**config.mk**
```make
export PLATFORM = sky130hd
export DESIGN_NAME = light_frame_parser_dimmer_curve
export DESIGN_NICKNAME = d
export VERILOG_FILES = /design/src/sv/lfpdc_pkg.sv /design/src/sv/lfpdc_parser.sv /design/src/sv/lfpdc_curve.sv /design/src/sv/light_frame_parser_dimmer_curve.sv
export SDC_FILE = /design/constraint.sdc
export NUM_CORES = 2
export LEC_CHECK = 0
export ABC_AREA = 1
export BUFFER_PORTS_ARGS = -buffer_cell sky130_fd_sc_hd__buf_2
export CORE_UTILIZATION = 38
export CTS_CLUSTER_SIZE = 12
export DETAILED_ROUTE_END_ITERATION = 12
export PLACE_DENSITY = 0.53
export SYNTH_ARGS = -nofsm -noshare
export SYNTH_HDL_FRONTEND = slang
export SYNTH_SLANG_ARGS = --single-unit
```
**constraint.sdc**
```tcl
create_clock -name i_clk -period 22.4 [get_ports i_clk]
set_clock_uncertainty 0.2 [all_clocks]
set_input_delay 4.48 -clock i_clk [delete_from_list [all_inputs] [get_ports i_clk]]
set_output_delay 4.48 -clock i_clk [all_outputs]
set_load 0.02 [all_outputs]
```
**src/sv/lfpdc_pkg.sv**
```systemverilog
// Shared types and constants for the light frame parser / dimmer curve block.
// No dependencies; imported by every RTL module of the block.
`default_nettype none

package lfpdc_pkg;

    localparam int unsigned LEVEL_W = 8;
    localparam int unsigned DUTY_W  = 16;

    localparam logic [7:0] HEADER_RESET = 8'd131;

    // configuration register indexes
    typedef enum logic [0:0] {
        CFG_CHANNEL_PAIR = 1'b0,
        CFG_HEADER_VALUE = 1'b1
    } t_cfg_addr;

    // two stored levels picked for one output transaction
    typedef struct packed {
        logic [LEVEL_W-1:0] first;
        logic [LEVEL_W-1:0] second;
    } t_level_pair;

endpackage

`default_nettype wire

```
**src/sv/lfpdc_parser.sv**
```systemverilog
// Frame parser: header detection, level store, configuration registers and
// the stage register holding the selected level pair. Uses lfpdc_pkg.
`default_nettype none

module lfpdc_parser #(
    parameter int unsigned FRAME_BYTES = 4
) (
    input  wire                      i_clk,
    input  wire                      i_rst_n,
    input  wire                      i_cfg_we,
    input  wire lfpdc_pkg::t_cfg_addr i_cfg_addr,
    input  wire [7:0]                i_cfg_wdata,
    input  wire                      i_valid,
    output logic                     o_ready,
    input  wire [7:0]                i_byte,
    output logic                     o_valid,
    input  wire                      i_ready,
    output lfpdc_pkg::t_level_pair   o_pair
);
    import lfpdc_pkg::*;

    localparam int unsigned POS_W  = $clog2(FRAME_BYTES + 2);
    localparam int unsigned SLOT_W = $clog2(FRAME_BYTES);

    logic                r_pair_sel;
    logic [7:0]          r_header;
    logic [POS_W-1:0]    r_pos;
    logic [LEVEL_W-1:0]  r_lvl [FRAME_BYTES];
    logic                r_valid;
    t_level_pair         r_pair;

    logic                w_accept;
    logic                w_start;
    logic                w_store;
    logic                w_emit;
    logic [SLOT_W-1:0]   w_slot;
    logic [LEVEL_W-1:0]  w_lvl_at [4];
    logic [POS_W-1:0]    n_pos;
    t_level_pair         n_pair;

    // levels beyond the store read as zero
    for (genvar k = 0; k < 4; k++) begin : g_lvl_at
        if (k < FRAME_BYTES) begin : g_in
            assign w_lvl_at[k] = r_lvl[k];
        end else begin : g_out
            assign w_lvl_at[k] = '0;
        end
    end

    assign o_ready  = !r_valid || i_ready;
    assign w_accept = i_valid && o_ready;
    assign w_start  = (r_pos == '0) && (i_byte == r_header);
    assign w_store  = (r_pos != '0) && (r_pos <= POS_W'(FRAME_BYTES));
    assign w_emit   = w_accept && !w_start && !w_store;
    assign w_slot   = SLOT_W'(r_pos - POS_W'(1));

    always_comb begin
        n_pos = r_pos;
        if (w_accept) begin
            if (w_start) begin
                n_pos = POS_W'(1);
            end else if (w_store) begin
                n_pos = r_pos + POS_W'(1);
            end else begin
                n_pos = '0;
            end
        end
        n_pair.first  = r_pair_sel ? w_lvl_at[2] : w_lvl_at[0];
        n_pair.second = r_pair_sel ? w_lvl_at[3] : w_lvl_at[1];
    end

    always_ff @(posedge i_clk) begin
        if (!i_rst_n) begin
            r_pair_sel <= 1'b0;
            r_header   <= HEADER_RESET;
            r_pos      <= '0;
            r_valid    <= 1'b0;
            for (int i = 0; i < FRAME_BYTES; i++) begin
                r_lvl[i] <= '0;
            end
        end else begin
            if (i_cfg_we) begin
                unique case (i_cfg_addr)
                    CFG_CHANNEL_PAIR: r_pair_sel <= i_cfg_wdata[0];
                    CFG_HEADER_VALUE: r_header   <= i_cfg_wdata;
                    default: ;
                endcase
            end
            r_pos <= n_pos;
            for (int i = 0; i < FRAME_BYTES; i++) begin
                if (w_accept && w_store && (w_slot == SLOT_W'(i))) begin
                    r_lvl[i] <= i_byte;
                end
            end
            if (w_emit) begin
                r_valid <= 1'b1;
            end else if (i_ready) begin
                r_valid <= 1'b0;
            end
        end
    end

    always_ff @(posedge i_clk) begin
        if (w_emit) begin
            r_pair <= n_pair;
        end
    end

    assign o_valid = r_valid;
    assign o_pair  = r_pair;

endmodule

`default_nettype wire

```
**src/sv/lfpdc_curve.sv**
```systemverilog
// Brightness curve for two levels and the output register of the stream.
// Uses lfpdc_pkg for the level pair type and widths.
`default_nettype none

module lfpdc_curve (
    input  wire                    i_clk,
    input  wire                    i_rst_n,
    input  wire                    i_valid,
    output logic                   o_ready,
    input  wire lfpdc_pkg::t_level_pair i_pair,
    output logic                   o_valid,
    input  wire                    i_ready,
    output logic [31:0]            o_data
);
    import lfpdc_pkg::*;

    localparam int unsigned RCP_SHIFT = 20;
    localparam logic [33:0] RCP_1000  = 34'd1048;   // floor(2^20 / 1000)
    localparam logic [33:0] RCP_100   = 34'd10485;  // floor(2^20 / 100)

    // floor(d * num / den) by reciprocal; estimate is low by at most one
    function automatic logic [16:0] f_mul_div(
        input logic [7:0]  d,
        input logic [33:0] num,
        input logic [33:0] rcp,
        input logic [33:0] den
    );
        logic [33:0] prod;
        logic [33:0] q;
        prod = 34'(d) * num;
        q    = (prod * rcp) >> RCP_SHIFT;
        if ((q + 34'd1) * den <= prod) begin
            q = q + 34'd1;
        end
        return q[16:0];
    endfunction

    function automatic logic [DUTY_W-1:0] f_curve(input logic [LEVEL_W-1:0] d);
        logic [16:0] v;
        if (d < 8'd3) begin
            v = f_mul_div(d, 34'd1666, RCP_1000, 34'd1000);
        end else if (d < 8'd10) begin
            v = f_mul_div(d, 34'd8857, RCP_1000, 34'd1000) - 17'd21;
        end else if (d < 8'd45) begin
            v = f_mul_div(d, 34'd4463, RCP_100, 34'd100) - 17'd379;
        end else if (d < 8'd100) begin
            v = 17'(d) * 17'd132 - 17'd4312;
        end else if (d < 8'd185) begin
            v = 17'(d) * 17'd282 - 17'd19311;
        end else begin
            v = 17'(d) * 17'd467 - 17'd53484;
        end
        return v[16] ? {DUTY_W{1'b1}} : v[DUTY_W-1:0];
    endfunction

    logic        r_valid;
    logic [31:0] r_data;
    logic        w_load;
    logic [31:0] n_data;

    assign o_ready = !r_valid || i_ready;
    assign w_load  = i_valid && o_ready;
    assign n_data  = {f_curve(i_pair.second), f_curve(i_pair.first)};

    always_ff @(posedge i_clk) begin
        if (!i_rst_n) begin
            r_valid <= 1'b0;
        end else if (w_load) begin
            r_valid <= 1'b1;
        end else if (i_ready) begin
            r_valid <= 1'b0;
        end
    end

    always_ff @(posedge i_clk) begin
        if (w_load) begin
            r_data <= n_data;
        end
    end

    assign o_valid = r_valid;
    assign o_data  = r_data;

endmodule

`default_nettype wire

```
**src/sv/light_frame_parser_dimmer_curve.sv**
```systemverilog
// Top level of the light frame parser with dimmer curve.
// Instantiates lfpdc_parser and lfpdc_curve; uses lfpdc_pkg.
`default_nettype none

// Takes one received byte per transaction on the slave stream, one per cycle
// while the input is not stalled. While idle, a byte equal to header_value
// opens a frame and the next FRAME_BYTES bytes are stored as channel levels.
// The byte after the last data byte (whatever it is), or any non-header byte
// while idle, closes the frame and yields one master transaction: two 16-bit
// duties from stored levels 0-1 or 2-3 (channel_pair), each mapped through a
// six-segment brightness curve and saturated. Bytes that open or fill a frame
// yield nothing. A result passes through two registers: one holds the parser's
// level pair, one holds the curve output. The input side stalls only when both
// registers hold results not yet taken.
// Configuration writes take effect at once and belong in idle periods.

module light_frame_parser_dimmer_curve #(
    parameter int unsigned FRAME_BYTES = 4
) (
    input  wire         i_clk,
    input  wire         i_rst_n,
    input  wire         i_cfg_we,
    input  wire [0:0]   i_cfg_addr,     // 0: channel_pair, 1: header_value
    input  wire [7:0]   i_cfg_wdata,
    input  wire         s_axis_tvalid,
    output logic        s_axis_tready,
    input  wire [7:0]   s_axis_tdata,   // [7:0] rx_byte
    output logic        m_axis_tvalid,
    input  wire         m_axis_tready,
    output logic [31:0] m_axis_tdata    // [15:0] level_first, [31:16] level_second
);
    import lfpdc_pkg::*;

    logic        w_pair_valid;
    logic        w_pair_ready;
    t_level_pair w_pair;

    lfpdc_parser #(
        .FRAME_BYTES (FRAME_BYTES)
    ) u_parser (
        .i_clk       (i_clk),
        .i_rst_n     (i_rst_n),
        .i_cfg_we    (i_cfg_we),
        .i_cfg_addr  (t_cfg_addr'(i_cfg_addr)),
        .i_cfg_wdata (i_cfg_wdata),
        .i_valid     (s_axis_tvalid),
        .o_ready     (s_axis_tready),
        .i_byte      (s_axis_tdata),
        .o_valid     (w_pair_valid),
        .i_ready     (w_pair_ready),
        .o_pair      (w_pair)
    );

    lfpdc_curve u_curve (
        .i_clk   (i_clk),
        .i_rst_n (i_rst_n),
        .i_valid (w_pair_valid),
        .o_ready (w_pair_ready),
        .i_pair  (w_pair),
        .o_valid (m_axis_tvalid),
        .i_ready (m_axis_tready),
        .o_data  (m_axis_tdata)
    );

endmodule

`default_nettype wire

```
==> flow_summary.toml <==
[run_status]
run_status = "completed"

[timing]
final_cycle_utilization_of_the_critical_path = 0.757
setup_tns_ns = 0
relSlewSlack = 0.183
grt_setup_unrepaired = "false"
max_slew.worst_pin.slew_ns = 1.21
hold_violations = 0
finalMaxSlewViolations = 0
finalCriticalPeriod_ns = 16.95
final_critical_path_setup_slack_ns = 5.45
clock.fmax_ghz = 0.0590
finalSetupViolations = 0

[logic_synthesis]
synthesis.area_sq_um = 55800
number_of_flops_mapped_to_enable_cells_by_yosys = 80
ys_warn_count = 0
postSynthAreaPerCell_sq_um = 7.43
postSynth.topFlopCell = "edfxtp_1"
synth.top_cells.by_area = "ha_1 (29%), fa_1 (19%), inv_1 (12%), nand2_1 (8.7%), edfxtp_1 (4.3%)"
postSynth.asyncResetShare = 0
area_share_of_the_largest_cell_type_after_synthesis = 0.292
ys_types = 76
post_synth_inst_count = 7509
register_bit_count_reported_by_yosys = 94
synth.yosys.seq_area_share = 0.0481
netlist.top_cell.by_area = "ha_1"
synthesis.nets = 9371

[cts]
cts_root_buf = "clkbuf_16"
cts_post_setup_buffers_inserted = 0
clock-sinks = 94
cts-root-to-sink-buffers = 2
ctsHtreeMaxLevel = 3
numCtsBuffers = 9
clk_pin_slew_worst_paths_ns = 0.08
cts.repair.resized = 0
hold_buffers = 0
clock_insertion_delay_worst_skew_ns = 0.42
tritoncts = "done"

[route]
detail_route.first_pass.iterations = 7
vias = 47323
route.final.wire_length_mm = 162
post_drt_wl_per_cell_microns = 17.1
drt.antenna.violating_nets = 0
initialDrtViolationCount = 2603
post-route-drc-count = 0
vias_per_cell = 4.98

[cells_and_area]
postLayoutCellArea_sq_um = 58800
regArea_sq_um = 2680
area_growth_pct = 5.44
multi_input_gate_area_in_the_final_layout_sq_um = 45900
num-fill-cells = 15415
stdcell_count = 9494
net_count_final = 9432
drive_gt1_frac = 0.0462

[setup_path]
critPathMostFrequentCell = "nand2_1"
setup.worst_path.start_class = "flip-flop"
slowest_stage = "xor2_1"
critical_path_required_ns = 22.36
critical_path.endpoint_type = "flip-flop"
worst_ep_arrival_time_ns = 16.91
worst_path_largest_cell_delay_ns = 0.77
largest_fanout_of_any_net_on_the_critical_path = 24
critPathKind = "flip-flop to flip-flop"

[job]
maxCapViolations = 0

[global_route]
grt_pass1_wl_mm = 259
first_global_vias = 47402
top_usage_layer = "met2"
grtUsageMet2 = 0.373
grt.met1_usage = 0.314
use_met3 = 0.0105
grt_use_total = 0.220
grt_max_degree = 33
antenna_found_initial = 1
gr-total-overflow = 0

[floorplanning]
die_height_microns = 385
die-area_sq_um = 148000
num_rows = 140
chipWidth_microns = 385
initial_core_util = 0.383
pin_count = 56
core_region_area_sq_um = 146000

[min_path]
hp-class = "flip-flop to flip-flop"

[place]
routability_congestion = 0.927
port-buffer-count = 55
post-dp-hpwl_mm = 142
preCtsSetupSlack_ns = 5.46
dpl.cell_count = 9476
dpl-instance-area_sq_um = 58500
[state kept, by name (all words and copies together), names as in the netlist]
name	cells
u_curve.o_valid	1
u_parser.r_lvl	32
u_parser.r_pair_sel	1
u_curve.o_data	32
u_parser.o_valid	1
u_parser.o_pair	16
u_parser.r_pos	3
u_parser.r_header	8
[Yosys cell counts, types with 30 or more instances]
library cell	number
fa_1	537
nor3_1	61
ha_1	1303
nand2_2	53
o21ai_1	36
inv_2	30
a21o_1	30
inv_1	1802
nand2_1	1295
nand4_1	89
clkbuf_1	31
xor2_1	206
a21oi_1	438
a31oi_1	30
edfxtp_1	80
nor2_1	467
o21bai_1	54
nand3_1	317
o21ai_0	251
xnor2_1	73
[final timing paths]
path	start	end	slack (ns)	cells past startpoint
worst max-delay path	u_parser.o_pair[11]$_DFFE_PP_	u_curve.o_data[10]$_SDFFCE_PP1P_	5.45	81
worst min-delay path	u_parser.r_header[5]$_SDFFE_PN0P_	u_parser.r_header[5]$_SDFFE_PN0P_	0.31	2
worst max register to register	u_parser.o_pair[11]$_DFFE_PP_	u_curve.o_data[10]$_SDFFCE_PP1P_	5.45	81
worst min register to register	u_parser.r_header[5]$_SDFFE_PN0P_	u_parser.r_header[5]$_SDFFE_PN0P_	0.31	2
[critical path: cells and delay by family (launching register included)]
| family | cells | cell delay, ns |
|---|---|---|
| compound gates | 7 | 1.47 |
| buf+inv | 12 | 1.46 |
| xor+xnor | 2 | 0.92 |
| fa+ha+maj | 18 | 6.89 |
| simple gates | 42 | 5.25 |
| flops | 1 | 0.44 |
[cell usage in the layout (no fill, tap or decap), drive strengths merged, types with 6 or more instances in the layout]
cell type,count
or2,22
edfxtp,80
nand2,1360
a21boi,12
o21ai,302
o21bai,55
nor2,495
a211oi,12
xor2,211
dfxtp,14
nor4,11
o22ai,6
a21oi,442
clkinv,12
nor3,68
a31oi,30
a21o,30
o211ai,16
ha,1303
nand3b,24
o21a,11
nand4,92
xnor2,75
and2,8
o31ai,12
clkbuf,9
fa,537
nand3,346
buf,95
mux2,16
inv,1836
[final cells by class]
| class | instances | share of cell area |
|---|---|---|
| clock buffers | 9 | 0.00383 |
| well taps | 1917 | 0.0408 |
| repair buffers | 95 | 0.00979 |
| diodes | 2 | 0.0000851 |
| flip-flops and latches | 94 | 0.0456 |
| multi-input cells | 5528 | 0.781 |
| inverters | 1842 | 0.118 |
| clock inverters | 7 | 0.00128 |
[cells by family (layout without fill, tap and decap cells)]
logic type / after synthesis / in the layout / synth area share
AND/OR/NAND/NOR: 2430 / 2430 / 0.192
buffers and inverters: 1887 / 1953 / 0.129
adder cells (fa/ha/maj): 1840 / 1840 / 0.485
AO/OA/AOI/OAI: 956 / 956 / 0.0969
XOR/XNOR: 286 / 286 / 0.0458
flip-flops: 94 / 94 / 0.0481
multiplexers: 16 / 16 / 0.00323
other: 0 / 2 / 0
[metal layers]
layer  vias to the layer above  share of wire  routed length [microns]
met5                         -              0                        0
met4                         0          0.014                     2270
met3                       105          0.029                     4670
met2                       753           0.46                    74900
met1                     22472           0.49                    80100
li1                      23993              -                        -
[per-stage QoR]
| step | util | hold WS (ns) |
|---|---|---|
| floorplan | - | 0.251 |
| global placement | 0.401 | 0.282 |
| detailed placement | 0.401 | 0.294 |
| CTS | 0.404 | 0.309 |
| global route | 0.404 | 0.344 |
| finish | 0.404 | 0.306 |
Power is left out: the tool's default activity adds up to more than one toggle a clock period on the data nets, which glitch-free logic cannot reach.
